File: src/hw/rtl/scl_pkg.sv
// Shared constants and types for the serial command line parser.
`default_nettype none

package scl_pkg;

    localparam int VALUE_BITS_DEFAULT = 32;
    localparam int OUT_BITS           = 32;

    localparam logic [7:0] CH_CR    = 8'h0D;
    localparam logic [7:0] CH_LF    = 8'h0A;
    localparam logic [7:0] CH_COMMA = 8'h2C;
    localparam logic [7:0] CH_MINUS = 8'h2D;
    localparam logic [7:0] CH_ZERO  = 8'h30;
    localparam logic [7:0] CH_NINE  = 8'h39;

    localparam logic [1:0] CMD_LEN = 2'd2;

    typedef enum logic [3:0] {
        PH_CMD = 4'b0001,
        PH_P1  = 4'b0010,
        PH_P2  = 4'b0100,
        PH_ERR = 4'b1000
    } phase_t;

    // One byte handed from the input register to the parser.
    typedef struct packed {
        logic       step;
        logic [7:0] rx_byte;
    } step_t;

    typedef struct packed {
        logic                status_ok;
        logic [7:0]          cmd_first;
        logic [7:0]          cmd_second;
        logic [OUT_BITS-1:0] first_value;
        logic [OUT_BITS-1:0] second_value;
    } record_t;

endpackage

`default_nettype wire

File: src/hw/rtl/scl_in_reg.sv
// Input register of the parser, holding one received byte until the parser takes it.
`default_nettype none

module scl_in_reg
    import scl_pkg::*;
(
    input  wire logic       aclk,
    input  wire logic       aresetn,
    input  wire logic       s_tvalid,
    output logic            s_tready,
    input  wire logic [7:0] s_tdata,
    input  wire logic       out_free,
    output step_t           step_out
);

    logic       valid_reg;
    logic       valid_next;
    logic [7:0] byte_reg;
    logic       advance;
    logic       accept;

    assign advance  = valid_reg && out_free;
    assign s_tready = !valid_reg || advance;
    assign accept   = s_tvalid && s_tready;

    always_comb begin
        valid_next = valid_reg;
        if (accept) begin
            valid_next = 1'b1;
        end else if (advance) begin
            valid_next = 1'b0;
        end
    end

    always_ff @(posedge aclk) begin
        if (!aresetn) begin
            valid_reg <= 1'b0;
        end else begin
            valid_reg <= valid_next;
        end
    end

    always_ff @(posedge aclk) begin
        if (accept) begin
            byte_reg <= s_tdata;
        end
    end

    assign step_out.step    = advance;
    assign step_out.rx_byte = byte_reg;

endmodule

`default_nettype wire

File: src/hw/rtl/scl_parser.sv
// Parser state and the next-state logic that turns one byte into an optional record.
`default_nettype none

module scl_parser
    import scl_pkg::*;
#(
    parameter int VALUE_BITS = VALUE_BITS_DEFAULT
) (
    input  wire logic  aclk,
    input  wire logic  aresetn,
    input  wire step_t step_in,
    output logic       rec_valid,
    output record_t    rec
);

    phase_t                phase_reg, phase_next;
    logic [1:0]            count_reg, count_next;
    logic [7:0]            cmd0_reg, cmd0_next;
    logic [7:0]            cmd1_reg, cmd1_next;
    logic [VALUE_BITS-1:0] mag1_reg, mag1_next;
    logic [VALUE_BITS-1:0] mag2_reg, mag2_next;
    logic                  neg1_reg, neg1_next;
    logic                  neg2_reg, neg2_next;

    logic [7:0]            c;
    logic                  line_end;
    logic                  is_digit;
    logic                  emit;
    logic                  emit_ok;
    logic [VALUE_BITS-1:0] digit_val;
    logic [VALUE_BITS-1:0] mag1_dig;
    logic [VALUE_BITS-1:0] mag2_dig;
    logic [VALUE_BITS-1:0] val1;
    logic [VALUE_BITS-1:0] val2;
    logic [OUT_BITS-1:0]   val1_out;
    logic [OUT_BITS-1:0]   val2_out;
    logic [OUT_BITS-1:0]   raw1_out;
    logic [OUT_BITS-1:0]   raw2_out;

    assign c         = step_in.rx_byte;
    assign line_end  = (c == CH_CR) || (c == CH_LF);
    assign is_digit  = (c >= CH_ZERO) && (c <= CH_NINE);
    assign digit_val = VALUE_BITS'(c[3:0]);

    // Times ten is eight times plus two times; the sum wraps at the accumulator width.
    assign mag1_dig = {mag1_reg[VALUE_BITS-4:0], 3'b000}
                    + {mag1_reg[VALUE_BITS-2:0], 1'b0} + digit_val;
    assign mag2_dig = {mag2_reg[VALUE_BITS-4:0], 3'b000}
                    + {mag2_reg[VALUE_BITS-2:0], 1'b0} + digit_val;

    assign val1 = neg1_reg ? (~mag1_reg + VALUE_BITS'(1)) : mag1_reg;
    assign val2 = neg2_reg ? (~mag2_reg + VALUE_BITS'(1)) : mag2_reg;

    generate
        if (VALUE_BITS >= OUT_BITS) begin : g_cut
            assign val1_out = val1[OUT_BITS-1:0];
            assign val2_out = val2[OUT_BITS-1:0];
            assign raw1_out = mag1_reg[OUT_BITS-1:0];
            assign raw2_out = mag2_reg[OUT_BITS-1:0];
        end else begin : g_extend
            assign val1_out = {{(OUT_BITS-VALUE_BITS){val1[VALUE_BITS-1]}}, val1};
            assign val2_out = {{(OUT_BITS-VALUE_BITS){val2[VALUE_BITS-1]}}, val2};
            assign raw1_out = {{(OUT_BITS-VALUE_BITS){1'b0}}, mag1_reg};
            assign raw2_out = {{(OUT_BITS-VALUE_BITS){1'b0}}, mag2_reg};
        end
    endgenerate

    always_comb begin
        phase_next = phase_reg;
        count_next = count_reg;
        cmd0_next  = cmd0_reg;
        cmd1_next  = cmd1_reg;
        mag1_next  = mag1_reg;
        mag2_next  = mag2_reg;
        neg1_next  = neg1_reg;
        neg2_next  = neg2_reg;
        emit       = 1'b0;
        emit_ok    = 1'b0;

        unique case (phase_reg)
            PH_CMD: begin
                // Any byte but a line end fills the command, commas and digits included.
                if (!line_end && (count_reg < CMD_LEN)) begin
                    if (count_reg[0]) begin
                        cmd1_next = c;
                    end else begin
                        cmd0_next = c;
                    end
                    count_next = count_reg + 2'd1;
                end else if (c == CH_COMMA) begin
                    phase_next = PH_P1;
                end else begin
                    phase_next = PH_ERR;
                end
            end
            PH_P1: begin
                if (is_digit) begin
                    mag1_next = mag1_dig;
                end else if (c == CH_MINUS) begin
                    neg1_next = 1'b1;
                end else if (c == CH_COMMA) begin
                    phase_next = PH_P2;
                end else begin
                    phase_next = PH_ERR;
                end
            end
            PH_P2: begin
                if (is_digit) begin
                    mag2_next = mag2_dig;
                end else if (c == CH_MINUS) begin
                    neg2_next = 1'b1;
                end else if (line_end) begin
                    emit       = 1'b1;
                    emit_ok    = 1'b1;
                    phase_next = PH_CMD;
                end else begin
                    phase_next = PH_ERR;
                end
            end
            PH_ERR: begin
                phase_next = PH_ERR;
            end
            default: begin
                phase_next = PH_CMD;
            end
        endcase

        // A line end that leaves the parser in error closes the line with a failed record.
        if ((phase_next == PH_ERR) && line_end) begin
            emit = 1'b1;
        end

        if (emit) begin
            phase_next = PH_CMD;
            count_next = 2'd0;
            cmd0_next  = 8'd0;
            cmd1_next  = 8'd0;
            mag1_next  = '0;
            mag2_next  = '0;
            neg1_next  = 1'b0;
            neg2_next  = 1'b0;
        end
    end

    always_ff @(posedge aclk) begin
        if (!aresetn) begin
            phase_reg <= PH_CMD;
            count_reg <= 2'd0;
            cmd0_reg  <= 8'd0;
            cmd1_reg  <= 8'd0;
            mag1_reg  <= '0;
            mag2_reg  <= '0;
            neg1_reg  <= 1'b0;
            neg2_reg  <= 1'b0;
        end else if (step_in.step) begin
            phase_reg <= phase_next;
            count_reg <= count_next;
            cmd0_reg  <= cmd0_next;
            cmd1_reg  <= cmd1_next;
            mag1_reg  <= mag1_next;
            mag2_reg  <= mag2_next;
            neg1_reg  <= neg1_next;
            neg2_reg  <= neg2_next;
        end
    end

    assign rec_valid        = step_in.step && emit;
    assign rec.status_ok    = emit_ok;
    assign rec.cmd_first    = cmd0_reg;
    assign rec.cmd_second   = cmd1_reg;
    assign rec.first_value  = emit_ok ? val1_out : raw1_out;
    assign rec.second_value = emit_ok ? val2_out : raw2_out;

endmodule

`default_nettype wire

File: src/hw/rtl/serial_command_line_parser.sv
// Top level of the serial command line parser: input register, parser and result register.
//
// The block takes one received byte per transaction and parses lines of the form
// "CC,p1,p2" ended by CR or LF. A finished line yields one result transaction: tuser
// is 1 for a well-formed line with signed parameters, 0 for a line that ended in error,
// which then carries the unsigned magnitudes gathered so far. Bytes that end no line
// yield no result. The block takes one byte every cycle while the result is not stalled.
// An accepted byte sits in the input register, and the parser step between the input
// register and the result register writes the record. The longest path of that step
// is the times-ten shift-add on a VALUE_BITS accumulator. A stalled result holds the
// parser, and the input register takes one more byte meanwhile only if it is empty.
`default_nettype none

module serial_command_line_parser
    import scl_pkg::*;
#(
    parameter int VALUE_BITS = VALUE_BITS_DEFAULT
) (
    input  wire logic        aclk,
    input  wire logic        aresetn,
    input  wire logic        s_tvalid,
    output logic             s_tready,
    input  wire logic [7:0]  s_tdata,   // [7:0] rx_byte
    output logic             m_tvalid,
    input  wire logic        m_tready,
    output logic [79:0]      m_tdata,   // [7:0] cmd_first, [15:8] cmd_second,
                                        // [47:16] first_value, [79:48] second_value
    output logic             m_tuser    // [0] status_ok
);

    step_t   step;
    logic    out_free;
    logic    rec_valid;
    record_t rec;

    logic    out_valid_reg;
    logic    out_valid_next;
    record_t out_reg;

    assign out_free = !out_valid_reg || m_tready;

    scl_in_reg u_in_reg (
        .aclk     (aclk),
        .aresetn  (aresetn),
        .s_tvalid (s_tvalid),
        .s_tready (s_tready),
        .s_tdata  (s_tdata),
        .out_free (out_free),
        .step_out (step)
    );

    scl_parser #(
        .VALUE_BITS (VALUE_BITS)
    ) u_parser (
        .aclk      (aclk),
        .aresetn   (aresetn),
        .step_in   (step),
        .rec_valid (rec_valid),
        .rec       (rec)
    );

    always_comb begin
        out_valid_next = out_valid_reg;
        if (rec_valid) begin
            out_valid_next = 1'b1;
        end else if (m_tready) begin
            out_valid_next = 1'b0;
        end
    end

    always_ff @(posedge aclk) begin
        if (!aresetn) begin
            out_valid_reg <= 1'b0;
        end else begin
            out_valid_reg <= out_valid_next;
        end
    end

    always_ff @(posedge aclk) begin
        if (rec_valid) begin
            out_reg <= rec;
        end
    end

    assign m_tvalid = out_valid_reg;
    assign m_tuser  = out_reg.status_ok;
    assign m_tdata  = {out_reg.second_value, out_reg.first_value,
                       out_reg.cmd_second, out_reg.cmd_first};

endmodule

`default_nettype wire
File: config.mk
export PLATFORM = sky130hd
export DESIGN_NAME = serial_command_line_parser
export DESIGN_NICKNAME = d
export VERILOG_FILES = /design/src/hw/rtl/scl_pkg.sv /design/src/hw/rtl/scl_in_reg.sv /design/src/hw/rtl/scl_parser.sv /design/src/hw/rtl/serial_command_line_parser.sv
export SDC_FILE = /design/constraint.sdc
export NUM_CORES = 1
export LEC_CHECK = 0
export ABC_AREA = 1
export BUFFER_PORTS_ARGS = -buffer_cell sky130_fd_sc_hd__buf_4
export CAP_MARGIN = 30
export CORE_AREA = 10 10 138 234
export DETAILED_ROUTE_END_ITERATION = 8
export DIE_AREA = 0 0 148 244
export GPL_TIMING_DRIVEN = 0
export MAX_ROUTING_LAYER = met4
export PLACE_DENSITY_LB_ADDON = 0.25
export SYNTH_ARGS = -nofsm -noshare
export SYNTH_HDL_FRONTEND = slang
export SYNTH_SLANG_ARGS = --single-unit
File: constraint.sdc
create_clock -name aclk -period 7.61 [get_ports aclk]
set_input_delay 0.3805 -clock aclk [delete_from_list [all_inputs] [get_ports aclk]]
set_output_delay 0.3805 -clock aclk [all_outputs]
set_load 0.05 [all_outputs]
==> qor.yml, run 1 <==
outcome:
  status: "finished clean"
die:
  core_area_um2: 28500
  ioPinCount: 95
  dieArea_um2: 36100
  dieWidth_um: 148
  start_util_pct: 44.0
  row_count: 82
  die_y_um: 244
place:
  dpl_cell_area_um2: 13800
  dpl.hpwl_um: 32100
  io_buffers: 93
  place_congestion: 1.01
route:
  ant_nets: 0
  num_vias: 11469
  viasPerCell: 5.26
  drt_iter0_drc: 579
  wl_per_cell_um: 17.9
  drc_errors: 0
  drt_wl_total_um: 39000
  dr.pass1.iters: 6
final_layout:
  largest_register_ffs: 80
  nNetsFinal: 1924
  final_util_pct: 50.4
  final_layout_size_suffix_gt1_share_pct: 11.2
  layout_commonest_cell: "nand2_1"
  final_cell_mix: "453 x nand2_1, 182 x inv_1, 163 x nor2_1"
  final_area_um2: 14400
  synthToLayoutAreaGrowth_pct: 14.4
  antenna_cells: 0
critical_path:
  crit_path_start_kind: "flop"
  cp_max_fo: 5
  arrival_ns: 3.52
  endpoint_kind: "flop"
  slowest_delay_ns: 0.63
  crit_slowest_cell: "fa_1"
  required_ns: 7.94
  crit_type: "flop to flop"
  crit_chain: "fa_1 > inv_1 > fa_1 > o21ai_0 > nand3_1 > nand2_1 > nand2_1 > nand3_1 > nand2_1 > nand3_1 > a21oi_1"
global_routing:
  grt_antenna_before_repair: 0
  first_global_vias: 11497
  grt_usage_pct: 22.0
  grt_max_degree: 42
  grt_overflow: 0
  grt_pass1_wl_um: 60000
clock_tree:
  clkLatencyLatePin_ns: 0.46
  cts-buffers-inserted: 17
  postCtsSetupBuffers: 0
  cts_buffer_depth: 2
  cts_tree: "yes"
  h-tree-depth: 4
  clock_sinks: 179
  cts-root-buf: "clkbuf_16"
  hold_buffers: 0
  cts_resized: 0
  path_clk_slew_ns: 0.07
pwr:
  irDropWorstVdd_mv: 0.157
  p_per_area_nw_per_um2: 139
  p_leak_uw: 0.00716
timing:
  min_period_ns: 3.19
  drv_slew: 0
  setup_viol: 0
  fmax_mhz: 313
  whs_ns: 0.0987
  clock_skew_ns: 0.00784
  fin_tns_setup_ns: 0
  fin_crit_sh_pct: 41.9
  tightest_slew_ns: 0.816
  slew_headroom_pct: 45.6
  rsz0062_at_grt: "false"
  hold_viol: 0
logic_synthesis:
  yosys_warnings: 0
  yosys_register_bits: 179
  synthCells: 1676
  seq_area_frac_synth_pct: 35.6
  synth_area_um2: 12600
  synth_nets: 1810
  avgSynthCellArea_um2: 7.49
  synth_cell_types: 45
hold_path:
  hp-class: "input pin to flop"
flow_run:
  cap_violations: 0
per-stage QoR:
stage / setup WS [ns] / total power, uW / instances
2_1_floorplan: 4.31 / 1090 / 1676
3_3_place_gp: 3.09 / 1110 / 2147
3_5_place_dp: 4.48 / 1110 / 2149
4_1_cts: 4.46 / 2020 / 2181
5_1_grt: 4.26 / 2070 / 2181
6_report: 4.42 / 2000 / 2181
worst max-delay path: cells and delay by family (launching register included):
kind | cells | cell delay (ns)
compound gates | 2 | 0.54
fa+ha+maj | 2 | 1.12
buf+inv | 1 | 0.08
flops | 1 | 0.55
simple gates | 6 | 0.75
area by class of cell:
class                      instances  area (um2)
buffer                            28         174
clock buffer                      18         429
clock inverter                    14         168
fill                            2936       14200
inverter                         191         719
multi-input combinational       1278        7190
sequential                       179        4470
tap                              378         473
timing repair buffer              95         738
synth_stat cells (all sizes together):
cell,instances,share of area (%)
and3b,1,0.070
a21o,7,0.42
o22ai,1,0.050
o21bai,9,0.63
dfxtp,90,14
a31oi,7,0.35
nor2,174,5.5
inv,191,5.7
and3,1,0.050
and2,2,0.10
o41ai,2,0.14
o211ai,3,0.18
nand4,23,1.1
nand3b,11,0.66
or2,16,0.80
nand3,106,4.4
o21ai,57,2.3
xor2,60,4.2
fa,4,0.64
ha,118,12
or4,1,0.060
nor3b,1,0.060
nand2,471,15
a21boi,1,0.060
a21oi,144,5.7
nor3,32,1.4
clkbuf,13,0.39
buf,15,1.0
edfxtp,89,21
nor4,4,0.20
o21a,3,0.18
o31ai,1,0.060
xnor2,18,1.3
metal layers:
layer  part of all wire (%)  up-vias  track usage [%]  wire length, um
li1                       -     5777                -                -
met1                     32     5294             17.8            12400
met2                     57      273             42.7            22300
met3                    3.2      125             3.22             1250
met4                    7.9        0             16.5             3080
met5                      0        -                -                0
power by group:
part | total (uW) | switching, uW | internal [uW]
clock | 916 | 422 | 495
combinational | 63.5 | 42.7 | 20.8
sequential | 1020 | 8.63 | 1010
final timing paths:
path                              from  cells past startpoint  slack (ns)               endpoint
hold reg to reg   u_parser.cmd1_reg[0]                      0        0.43             m_tdata[8]
hold / removal              s_tdata[6]                      1         0.1   u_in_reg.byte_reg[6]
setup reg to reg  u_in_reg.byte_reg[3]                     11        4.42  u_parser.mag1_reg[24]
setup / recovery  u_in_reg.byte_reg[3]                     11        4.42  u_parser.mag1_reg[24]
cell families after synthesis:
family / synth area share, %
compound gates: 10.1
xor+xnor: 5.44
fa+ha+maj: 12.4
buf+inv: 7.09
flops: 35.6
simple gates: 29.3
(Power assumes the default switching activity.)
==> run 2, diff against run 1 <==
clock period = 3.3 ns   (was 7.61 ns; I/O delays follow)
==> qor.yml, run 2 (synthesized netlist as in run 1, its figures left out) <==
pwr:
  irDropWorstVdd_mv: 0.357
  p_leak_uw: 0.00719
  power_uw: 4590
  p_per_area_nw_per_um2: 317
timing:
  setup_viol: 0
  min_period_ns: 3.12
  fin_crit_sh_pct: 94.5
  rsz0062_at_grt: "false"
  hold_viol: 0
  tightest_slew_ns: 0.846
  clock_skew_ns: 0.0141
  fmax_mhz: 321
  slew_headroom_pct: 43.6
  drv_slew: 0
place:
  dpl.hpwl_um: 32800
  placed_cells: 2149
  place_congestion: 0.998
  dpl_cell_area_um2: 13800
  io_buffers: 93
final_layout:
  post_layout_nonfiller_instances: 2192
  final_cell_mix: "453 x nand2_1, 182 x inv_1, 163 x nor2_1"
  nNetsFinal: 1935
  synthToLayoutAreaGrowth_pct: 15.2
  final_area_um2: 14500
  final_layout_size_suffix_gt1_share_pct: 11.3
  layout_commonest_cell: "nand2_1"
  largest_register_ffs: 80
  antenna_cells: 0
outcome:
  status: "finished clean"
hold_path:
  hp-class: "input pin to flop"
  holdPathStages: 4
route:
  viasPerCell: 5.28
  wl_per_cell_um: 18.1
  drt_wl_total_um: 39600
  dr.pass1.iters: 5
  num_vias: 11578
  drc_errors: 0
  drt_iter0_drc: 613
  ant_nets: 0
critical_path:
  cp_max_fo: 4
  crit_chain: "buf_4 > fa_1 > inv_1 > fa_1 > o21ai_1 > nand3_1 > nand2_1 > nand2_1 > nand3_1 > nand2_1 > nand3_1 > a21oi_1"
  slowest_delay_ns: 0.56
  path_buf_inv: 2
  rr_worst_depth: 12
  crit_slowest_cell: "fa_1"
  endpoint_kind: "flop"
  required_ns: 3.63
  crit_family: "adder cells"
  crit_path_start_kind: "flop"
  critical_path_depth: 12
  crit_type: "flop to flop"
  arrival_ns: 3.45
clock_tree:
  cts_tree: "yes"
  cts-buffers-inserted: 17
  cts_buffer_depth: 2
  path_clk_slew_ns: 0.07
  cts-root-buf: "clkbuf_16"
  h-tree-depth: 4
  clock_sinks: 179
  clkLatencyLatePin_ns: 0.46
die:
  row_count: 82
  dieArea_um2: 36100
  die_y_um: 244
  start_util_pct: 44.0
  ioPinCount: 95
  dieWidth_um: 148
  core_area_um2: 28500
global_routing:
  grt_pass1_wl_um: 61100
  grt_usage_pct: 22.4
  grt_overflow: 0
  first_global_vias: 11722
  grt_max_degree: 43
  grt_antenna_before_repair: 0
flow_run:
  cap_violations: 0
## run 2: cell count changes in the layout (fill, tap and decap cells not counted)
cell and change:
clkinvlp_4 +3, clkbuf_1 -1, buf_4 +2, inv_8 +3, inv_6 -2, dlygate4sd3_1 +9
o21ai_0 -1, bufinv_16 -1, clkinv_2 -1, inv_4 -1, o21ai_1 +1
## run 2: worst paths after layout
path | start | endpoint | slack (ns)
worst max-delay path | u_in_reg.byte_reg[3] | u_parser.mag1_reg[24] | 0.18
worst max register to register | u_in_reg.byte_reg[3] | u_parser.mag1_reg[24] | 0.18
worst min-delay path | m_tready | m_tvalid | 0.03
worst min register to register | u_parser.cmd1_reg[0] | m_tdata[8] | 0.43
## run 2: repair_timing
| item | in CTS | in global routing |
|---|---|---|
| endpoints found under the setup margin | 0 | 4 |
| setup buffers | 0 | 2 |
| endpoints found under the hold margin | 16 | 0 |
| hold buffers | 9 | 0 |
| gates resized for setup | 0 | 1 |
## run 2: layout make-up
type,instances,area [um2]
Clock inverter,15,164
Tap cell,378,473
Buffer,28,174
Timing Repair Buffer,106,843
Fill cell,2923,14100
Inverter,191,721
Multi-Input combinational cell,1278,7190
Sequential cell,179,4470
Clock buffer,17,425
## run 2: per-stage QoR
| step | utilization (%) | setup slack, ns | TNS [ns] | hold WS [ns] |
|---|---|---|---|---|
| after floorplan | - | 0.440 | 0 | 0.264 |
| after global placement | 48.1 | -0.545 | -42.81 | 0.345 |
| after detailed placement | 48.3 | 0.150 | 0 | 0.345 |
| after CTS | 50.7 | 0.138 | 0 | 0.0112 |
| after global routing | 50.7 | 0.0386 | 0 | 0.0343 |
| final | 50.7 | 0.182 | 0 | 0.0325 |
## run 2: tightest hold or removal path: cells and delay by family
kind / cells / cell delay (ns)
compound gates: 1 / 0.06
simple gates: 1 / 0.08
buf+inv: 2 / 0.14
## run 2: power by group
group | internal (uW) | total (uW) | switching, uW
combinational | 56.9 | 159 | 102
clock | 1080 | 2070 | 999
sequential | 2340 | 2360 | 18.7
## run 2: routing by layer
metal	track usage [%]	up-vias	wire, um
met5	-	-	0
met4	15.6	0	2800
met3	3.07	106	1010
met2	44.4	256	23000
met1	18.1	5410	12800
li1	-	5806	-
